==> src/rtl/rbia_pkg.sv <==
// Shared constants, types and helpers for the rotor bitmap id allocator.
package rbia_pkg;

    localparam int ID_WORDS_DEF = 32;
    localparam int WORD_BITS    = 32;
    localparam int BIT_W        = 5;
    localparam int RID_W        = 10;
    localparam int GID_W        = 11;
    localparam int ADDR_MAX_W   = 8;

    // mode codes
    localparam logic MODE_ALLOC   = 1'b0;
    localparam logic MODE_RELEASE = 1'b1;

    typedef struct packed {
        logic                    we;
        logic [ADDR_MAX_W-1:0]   waddr;
        logic [WORD_BITS-1:0]    wdata;
        logic                    re;
        logic [ADDR_MAX_W-1:0]   raddr;
    } rbia_ram_req_t;

    // lowest clear bit of a word; 31 when only bit 31 is clear or none is
    function automatic logic [BIT_W-1:0] lowest_clear(input logic [WORD_BITS-1:0] w);
        logic [BIT_W-1:0] idx;
        idx = BIT_W'(WORD_BITS - 1);
        for (int i = WORD_BITS - 2; i >= 0; i--) begin
            if (!w[i]) begin
                idx = BIT_W'(i);
            end
        end
        return idx;
    endfunction

endpackage

==> src/rtl/rbia_bitmap_ram.sv <==
// Used-bitmap memory: one write port, one registered read port, per-word valid bits.
module rbia_bitmap_ram #(
    parameter int ID_WORDS = rbia_pkg::ID_WORDS_DEF
) (
    input  logic                              aclk,
    input  logic                              aresetn,
    input  rbia_pkg::rbia_ram_req_t           req,
    output logic [rbia_pkg::WORD_BITS-1:0]    rdata
);
    import rbia_pkg::*;

    localparam int WW = (ID_WORDS > 1) ? $clog2(ID_WORDS) : 1;

    logic [WORD_BITS-1:0] mem [ID_WORDS];
    logic [ID_WORDS-1:0]  valid_reg;
    logic [WORD_BITS-1:0] rdata_reg;

    always_ff @(posedge aclk) begin
        if (req.we) begin
            mem[req.waddr[WW-1:0]] <= req.wdata;
        end
    end

    always_ff @(posedge aclk) begin
        if (!aresetn) begin
            valid_reg <= '0;
        end else if (req.we) begin
            valid_reg[req.waddr[WW-1:0]] <= 1'b1;
        end
    end

    // never-written words read as all free
    always_ff @(posedge aclk) begin
        if (req.re) begin
            rdata_reg <= valid_reg[req.raddr[WW-1:0]] ? mem[req.raddr[WW-1:0]] : '0;
        end
    end

    assign rdata = rdata_reg;

endmodule

==> src/rtl/rbia_ctrl.sv <==
// Allocator control: rotor scan over full flags, read-modify-write of bitmap words, result register.
module rbia_ctrl #(
    parameter int ID_WORDS = rbia_pkg::ID_WORDS_DEF
) (
    input  logic                             aclk,
    input  logic                             aresetn,
    input  logic                             in_valid,
    output logic                             in_ready,
    input  logic                             in_mode,
    input  logic [rbia_pkg::RID_W-1:0]       in_rid,
    output logic                             out_valid,
    input  logic                             out_ready,
    output logic [rbia_pkg::GID_W-1:0]       out_gid,
    output logic                             out_full,
    output rbia_pkg::rbia_ram_req_t          ram_req,
    input  logic [rbia_pkg::WORD_BITS-1:0]   ram_rdata
);
    import rbia_pkg::*;

    localparam int WW = (ID_WORDS > 1) ? $clog2(ID_WORDS) : 1;
    localparam logic [WW-1:0]    LAST_WORD = WW'(ID_WORDS - 1);
    localparam logic [GID_W-1:0] NO_ID     = GID_W'(ID_WORDS * WORD_BITS);
    localparam logic [8:0]       WORDS_CNT = 9'(ID_WORDS);

    typedef enum logic [2:0] {
        ST_IDLE   = 3'b001,
        ST_SCAN   = 3'b010,
        ST_MODIFY = 3'b100
    } state_t;

    state_t               state_reg, state_next;
    logic                 mode_reg, mode_next;
    logic [RID_W-1:0]     rid_reg, rid_next;
    logic [WW-1:0]        cand_reg, cand_next;
    logic [WW-1:0]        cnt_reg, cnt_next;
    logic [WW-1:0]        rotor_reg, rotor_next;
    logic [ID_WORDS-1:0]  wfull_reg, wfull_next;
    logic                 oval_reg, oval_next;
    logic [GID_W-1:0]     ogid_reg, ogid_next;
    logic                 ofull_reg, ofull_next;

    logic                 out_free;
    logic [BIT_W-1:0]     rel_word;
    logic                 rel_in_range;
    logic [BIT_W-1:0]     free_bit;
    logic [WORD_BITS-1:0] alloc_word;
    logic [WORD_BITS-1:0] rel_word_data;

    assign out_free      = !oval_reg || out_ready;
    assign rel_word      = rid_reg[RID_W-1:BIT_W];
    assign rel_in_range  = {4'b0, rel_word} < WORDS_CNT;
    assign free_bit      = lowest_clear(ram_rdata);
    assign alloc_word    = ram_rdata | (WORD_BITS'(1) << free_bit);
    assign rel_word_data = ram_rdata & ~(WORD_BITS'(1) << rid_reg[BIT_W-1:0]);

    always_comb begin
        state_next = state_reg;
        mode_next  = mode_reg;
        rid_next   = rid_reg;
        cand_next  = cand_reg;
        cnt_next   = cnt_reg;
        rotor_next = rotor_reg;
        wfull_next = wfull_reg;
        oval_next  = oval_reg;
        ogid_next  = ogid_reg;
        ofull_next = ofull_reg;
        ram_req    = '0;

        if (oval_reg && out_ready) begin
            oval_next = 1'b0;
        end

        case (state_reg)
            ST_IDLE: begin
                if (in_valid) begin
                    mode_next  = in_mode;
                    rid_next   = in_rid;
                    cand_next  = rotor_reg;
                    cnt_next   = '0;
                    state_next = ST_SCAN;
                end
            end
            ST_SCAN: begin
                if (mode_reg == MODE_RELEASE) begin
                    if (rel_in_range) begin
                        cand_next     = WW'(rel_word);
                        ram_req.re    = 1'b1;
                        ram_req.raddr = ADDR_MAX_W'(rel_word);
                        state_next    = ST_MODIFY;
                    end else if (out_free) begin
                        oval_next  = 1'b1;
                        ogid_next  = NO_ID;
                        ofull_next = 1'b0;
                        state_next = ST_IDLE;
                    end
                end else if (!wfull_reg[cand_reg]) begin
                    ram_req.re    = 1'b1;
                    ram_req.raddr = ADDR_MAX_W'(cand_reg);
                    state_next    = ST_MODIFY;
                end else if (cnt_reg == LAST_WORD) begin
                    if (out_free) begin
                        oval_next  = 1'b1;
                        ogid_next  = NO_ID;
                        ofull_next = 1'b1;
                        state_next = ST_IDLE;
                    end
                end else begin
                    cand_next = (cand_reg == LAST_WORD) ? '0 : cand_reg + 1'b1;
                    cnt_next  = cnt_reg + 1'b1;
                end
            end
            ST_MODIFY: begin
                if (out_free) begin
                    ram_req.we    = 1'b1;
                    ram_req.waddr = ADDR_MAX_W'(cand_reg);
                    oval_next     = 1'b1;
                    ofull_next    = 1'b0;
                    state_next    = ST_IDLE;
                    if (mode_reg == MODE_RELEASE) begin
                        ram_req.wdata       = rel_word_data;
                        wfull_next[cand_reg] = 1'b0;
                        ogid_next           = NO_ID;
                    end else begin
                        ram_req.wdata       = alloc_word;
                        wfull_next[cand_reg] = &alloc_word;
                        rotor_next          = cand_reg;
                        ogid_next           = GID_W'({cand_reg, free_bit});
                    end
                end
            end
            default: begin
                state_next = ST_IDLE;
            end
        endcase
    end

    always_ff @(posedge aclk) begin
        if (!aresetn) begin
            state_reg <= ST_IDLE;
            rotor_reg <= '0;
            wfull_reg <= '0;
            oval_reg  <= 1'b0;
        end else begin
            state_reg <= state_next;
            rotor_reg <= rotor_next;
            wfull_reg <= wfull_next;
            oval_reg  <= oval_next;
        end
    end

    always_ff @(posedge aclk) begin
        mode_reg  <= mode_next;
        rid_reg   <= rid_next;
        cand_reg  <= cand_next;
        cnt_reg   <= cnt_next;
        ogid_reg  <= ogid_next;
        ofull_reg <= ofull_next;
    end

    assign in_ready  = (state_reg == ST_IDLE);
    assign out_valid = oval_reg;
    assign out_gid   = ogid_reg;
    assign out_full  = ofull_reg;

endmodule

==> src/rtl/rotor_bitmap_id_allocator.sv <==
// Rotor bitmap id allocator top level: stream ports, control and bitmap memory.
//
// Allocates and releases ids out of a used-bitmap of ID_WORDS words of 32 bits
// held in a single-port-write, registered-read memory. A word on s_ carries a
// request: tuser is the mode (0 allocate, 1 release), tdata the id to release.
// Every request yields one word on m_: tdata the granted id (ID_WORDS*32, cut to
// 11 bits, on release or when the table is full), tuser the full flag.
// A release, or an allocation whose rotor word has a free bit, reads the word in
// the scan state, then writes it back and loads the result register in the modify
// state once that register is free; no new request is taken before that. A release
// beyond the table answers from the scan state. When the rotor word is full, the
// scan passes up to ID_WORDS-1 full words by their flags, or reports a full table.
// The result register lets the next request be taken while a result waits.
// The bitmap reads as all free right after reset; no clearing pass is needed.
module rotor_bitmap_id_allocator #(
    parameter int ID_WORDS = rbia_pkg::ID_WORDS_DEF
) (
    input  logic        aclk,
    input  logic        aresetn,
    input  logic        s_tvalid,
    output logic        s_tready,
    input  logic [15:0] s_tdata,   // [9:0] release_id
    input  logic        s_tuser,   // [0] mode
    output logic        m_tvalid,
    input  logic        m_tready,
    output logic [15:0] m_tdata,   // [10:0] granted_id
    output logic        m_tuser    // [0] table_full
);
    import rbia_pkg::*;

    rbia_ram_req_t        ram_req;
    logic [WORD_BITS-1:0] ram_rdata;
    logic [GID_W-1:0]     gid;

    rbia_ctrl #(
        .ID_WORDS (ID_WORDS)
    ) u_ctrl (
        .aclk      (aclk),
        .aresetn   (aresetn),
        .in_valid  (s_tvalid),
        .in_ready  (s_tready),
        .in_mode   (s_tuser),
        .in_rid    (s_tdata[RID_W-1:0]),
        .out_valid (m_tvalid),
        .out_ready (m_tready),
        .out_gid   (gid),
        .out_full  (m_tuser),
        .ram_req   (ram_req),
        .ram_rdata (ram_rdata)
    );

    rbia_bitmap_ram #(
        .ID_WORDS (ID_WORDS)
    ) u_ram (
        .aclk    (aclk),
        .aresetn (aresetn),
        .req     (ram_req),
        .rdata   (ram_rdata)
    );

    assign m_tdata = {5'b0, gid};

endmodule
==> config.mk <==
export PLATFORM = sky130hd
export DESIGN_NAME = rotor_bitmap_id_allocator
export DESIGN_NICKNAME = d
export VERILOG_FILES = /design/src/rtl/rbia_pkg.sv /design/src/rtl/rbia_bitmap_ram.sv /design/src/rtl/rbia_ctrl.sv /design/src/rtl/rotor_bitmap_id_allocator.sv
export SDC_FILE = /design/constraint.sdc
export NUM_CORES = 2
export LEC_CHECK = 0
export ABC_AREA = 1
export ABC_CLOCK_PERIOD_IN_PS = 5500
export BUFFER_PORTS_ARGS = -buffer_cell sky130_fd_sc_hd__buf_2
export CAP_MARGIN = 30
export CORE_MARGIN = 1
export CORE_UTILIZATION = 60
export CTS_CLUSTER_SIZE = 24
export DETAILED_ROUTE_END_ITERATION = 6
export GPL_ROUTABILITY_DRIVEN = 0
export PLACE_DENSITY = 0.87
export SYNTH_ARGS = -nofsm -noshare
export SYNTH_HDL_FRONTEND = slang
export SYNTH_SLANG_ARGS = --single-unit
==> constraint.sdc <==
create_clock -name aclk -period 5.5 [get_ports aclk]
set_input_delay 0.275 -clock aclk [delete_from_list [all_inputs] [get_ports aclk]]
set_output_delay 0.275 -clock aclk [all_outputs]
set_load 0.01 [all_outputs]
==> results.txt <==
outcome: finished, violations left
failing checks: design-rule violations
vias per cell: 7.04
most used cell, CP: nand2_1
final core utilization: 67.7%
Die Wd: 283 um
clock-pin slew on the worst setup and hold paths: 0.06 ns
First DRT Iteration DRCs: 6513
I/O pin cnt: 40
antenna viol nets, final: 0
vias in the first global route: 32252
total global routing overflow: 0
Slew @ Worst Pin: 1.09 ns
Area growth syn-to-layout: 11.2%
Req. time, crit path: 5.87 ns
Reg2Reg Capture Point: u_ram.rdata[12]
Clock Latency Late Sink: 0.70 ns
part of the cycle the worst path needs: 90.1%
total detailed-routing wirelength: 133 mm
Slew HR: 27.1%
max reg flops: 1024
Setup Buffers After CTS: 0
DR vias: 33902
Residual DRC: 2
Setup crit end: u_ram.rdata[12]
Yosys cell types: 50
slowest CP cell: o31ai_4
first-pass GRT wire length: 194 mm
endpoints failing setup: 0
register-to-register setup slack: 0.54 ns
Fin Setup TNS: 0 ns
r2r startpoint: u_ctrl.cand_reg[0]
WP buf/inv: 3
Leakage: 16.7 nW
Setup Skew: 0.0333 ns
Die Y: 283 um
clk buf depth: 3
CP Depth: 18
ys async rst share: 0%
R2R cell count: 18
Worst Setup Start Kind: flop
top_reg_cell synth: edfxtp_1
largest net degree at the start of global routing: 206
FMAX: 202 MHz
crit-path cells: nor2_2 > a22oi_1 > o21ai_1 > a22o_1 > a221oi_2 > nand2_1 > inv_2 > nand2_1 > nand2_4 > nand2_8 > inv_8 > nand2_1 > nand3_1 > a21oi_1 > nor3_1 > o31ai_4 > buf_4 > a311oi_1
CTS H-Tree Depth: 3
fin cells: 4817
TritonCTS clock tree: built
RSZ-0062 raised after global routing: no
CTS-repair resized insts: 0
final hold slack: 0.0473 ns
layout net count: 3713
Cells after Synth: 3703
post-detail-place hpwl: 68.8 mm
crit-path leading delay family: compound AO/OA/AOI/OAI gates
min Tclk post-route: 4.96 ns
Initial Util: 60.8%
Worst EP arrival: 5.32 ns
crit path launch: u_ctrl.cand_reg[0]
Core Area: 77700 um^2
number of port buffers: 28
kind of critical path: reg2reg
GR Util All Layers: 32.9%
crit-path max FO: 42
Ys Warns: 0
average size of a mapped cell: 12.8 um^2
power per cell area: 347 nW/um^2
MaxCap Viol Count: 0
drt pass-1 iters: 7
post-DR wirelength/cell: 27.5 um
CTS Root Cell: clkbuf_16
Final Hold Fails: 0
Post-Place Cells: 4601
Num CTS Buffers: 106
CP peak stage delay: 0.90 ns
clk sinks: 1162
fin. max-slew vios: 0
Max IR drop VDD: 0.000259 V
layout cell share with drive strength beyond 1: 10.7%
initial antenna violation count: 2
mapped cell area: 47300 um^2
sequential share of the synthesized area: 72.2%
Worst Slack Setup Final: 0.543 ns
Hold Crit Class: in2reg
flops & latches, synth: 1162
standard-cell rows: 102
kind of end point of the critical path: flop
EDFF count, synth: 1089
Setup WS pre-CTS: 0.816 ns
die area: 79900 um^2
[synthesized netlist by cell type (all sizes together), types with 5 or more instances]
cell | count | area, um^2
a31oi | 21 | 131
a311oi | 34 | 485
clkbuf | 196 | 736
ha | 7 | 87.6
nor2 | 642 | 2430
o21a | 33 | 248
o22ai | 136 | 851
o21bai | 7 | 60.1
o21ai | 606 | 3030
nand2 | 152 | 601
edfxtp | 1089 | 32700
a211oi | 5 | 37.5
nand3 | 73 | 365
nand4 | 34 | 213
o221ai | 128 | 1120
nor3 | 9 | 45.0
dfxtp | 73 | 1460
and3 | 32 | 200
buf | 85 | 478
inv | 103 | 387
o211ai | 129 | 968
a21oi | 82 | 429
a22oi | 8 | 60.1
[through the flow]
stage | power, W | area (um^2)
5_1_grt | 0.0187 | 52600
3_3_place_gp | 0.0112 | 48800
3_5_place_dp | 0.0113 | 49100
4_1_cts | 0.0182 | 52500
2_1_floorplan | 0.0108 | 47300
6_report | 0.0183 | 52600
[cells in the final DEF, fill, tap and decap left out, types with 34 or more instances in the layout]
| cell type | netlist | routed |
|---|---|---|
| edfxtp_1 | 1089 | 1089 |
| nor2_1 | 636 | 597 |
| o21ai_0 | 596 | 596 |
| nand2_1 | 146 | 145 |
| o22ai_1 | 136 | 136 |
| o211ai_1 | 129 | 129 |
| o221ai_1 | 128 | 128 |
| clkbuf_16 | 0 | 106 |
| inv_1 | 98 | 96 |
| buf_4 | 23 | 76 |
| nand3_1 | 73 | 73 |
| dfxtp_1 | 73 | 73 |
| a21oi_1 | 79 | 63 |
| nand4_1 | 34 | 34 |
| nor2_4 | 1 | 34 |
[layout make-up]
class	instances	area, um^2
Sequential cell	1162	34200
Fill cell	4610	25100
Multi-Input combinational cell	2159	11900
Clock buffer	137	2810
Timing Repair Buffer	151	1500
Tap cell	1040	1300
Clock inverter	62	485
Inverter	105	408
Antenna cell	1	2.50
[timing repair]
item,in CTS,in global routing
setup endpoints to repair,0,0
endpoints found under the hold margin,12,0
hold buffers,12,0
[how the worst min path moves through the flow]
stage	from	to	slack, ns	depth (start not counted)
2_1_floorplan	s_tuser	u_ctrl.mode_reg	0.37	0
3_3_place_gp	u_ctrl.rotor_reg[0]	u_ctrl.rotor_reg[0]	0.44	2
3_5_place_dp	u_ctrl.rotor_reg[0]	u_ctrl.rotor_reg[0]	0.45	2
4_1_cts	m_tready	u_ctrl.out_valid	0.03	4
5_1_grt	m_tready	u_ctrl.out_valid	0.1	4
6_report	m_tready	u_ctrl.out_valid	0.05	4
[report_power, final]
part / leakage (nW) / switching [W] / internal (W)
combinational: 4.44 / 0.00112 / 0.000353
sequential: 10.6 / 0.0000930 / 0.00964
clock: 1.62 / 0.00317 / 0.00389
[cells by family after synthesis]
family / Yosys count / synth area share, %
buf+inv: 386 / 3.40
compound gates: 1201 / 16.0
other cells: 1 / 0.00793
fa+ha+maj: 7 / 0.185
flops: 1162 / 72.2
simple gates: 946 / 8.20
[worst register-to-register path, delay by kind of cell, from the launching register on]
family,cells,cell delay (ns)
flip-flops,1,0.53
AO/OA/AOI/OAI,7,1.71
buffers and inverters,3,0.90
AND/OR/NAND/NOR,8,1.50
[metal layers]
metal / part of all wire (%) / routed length [um] / GRT usage [%] / up-vias
met5: 0.020 / 27 / 0 / -
met4: 6.5 / 8620 / 19.6 / 4
met3: 15 / 20100 / 8.29 / 685
met2: 46 / 60400 / 50.9 / 3185
met1: 33 / 43500 / 42.2 / 16066
li1: - / - / - / 13962
Power figures use the tool's default switching activity.
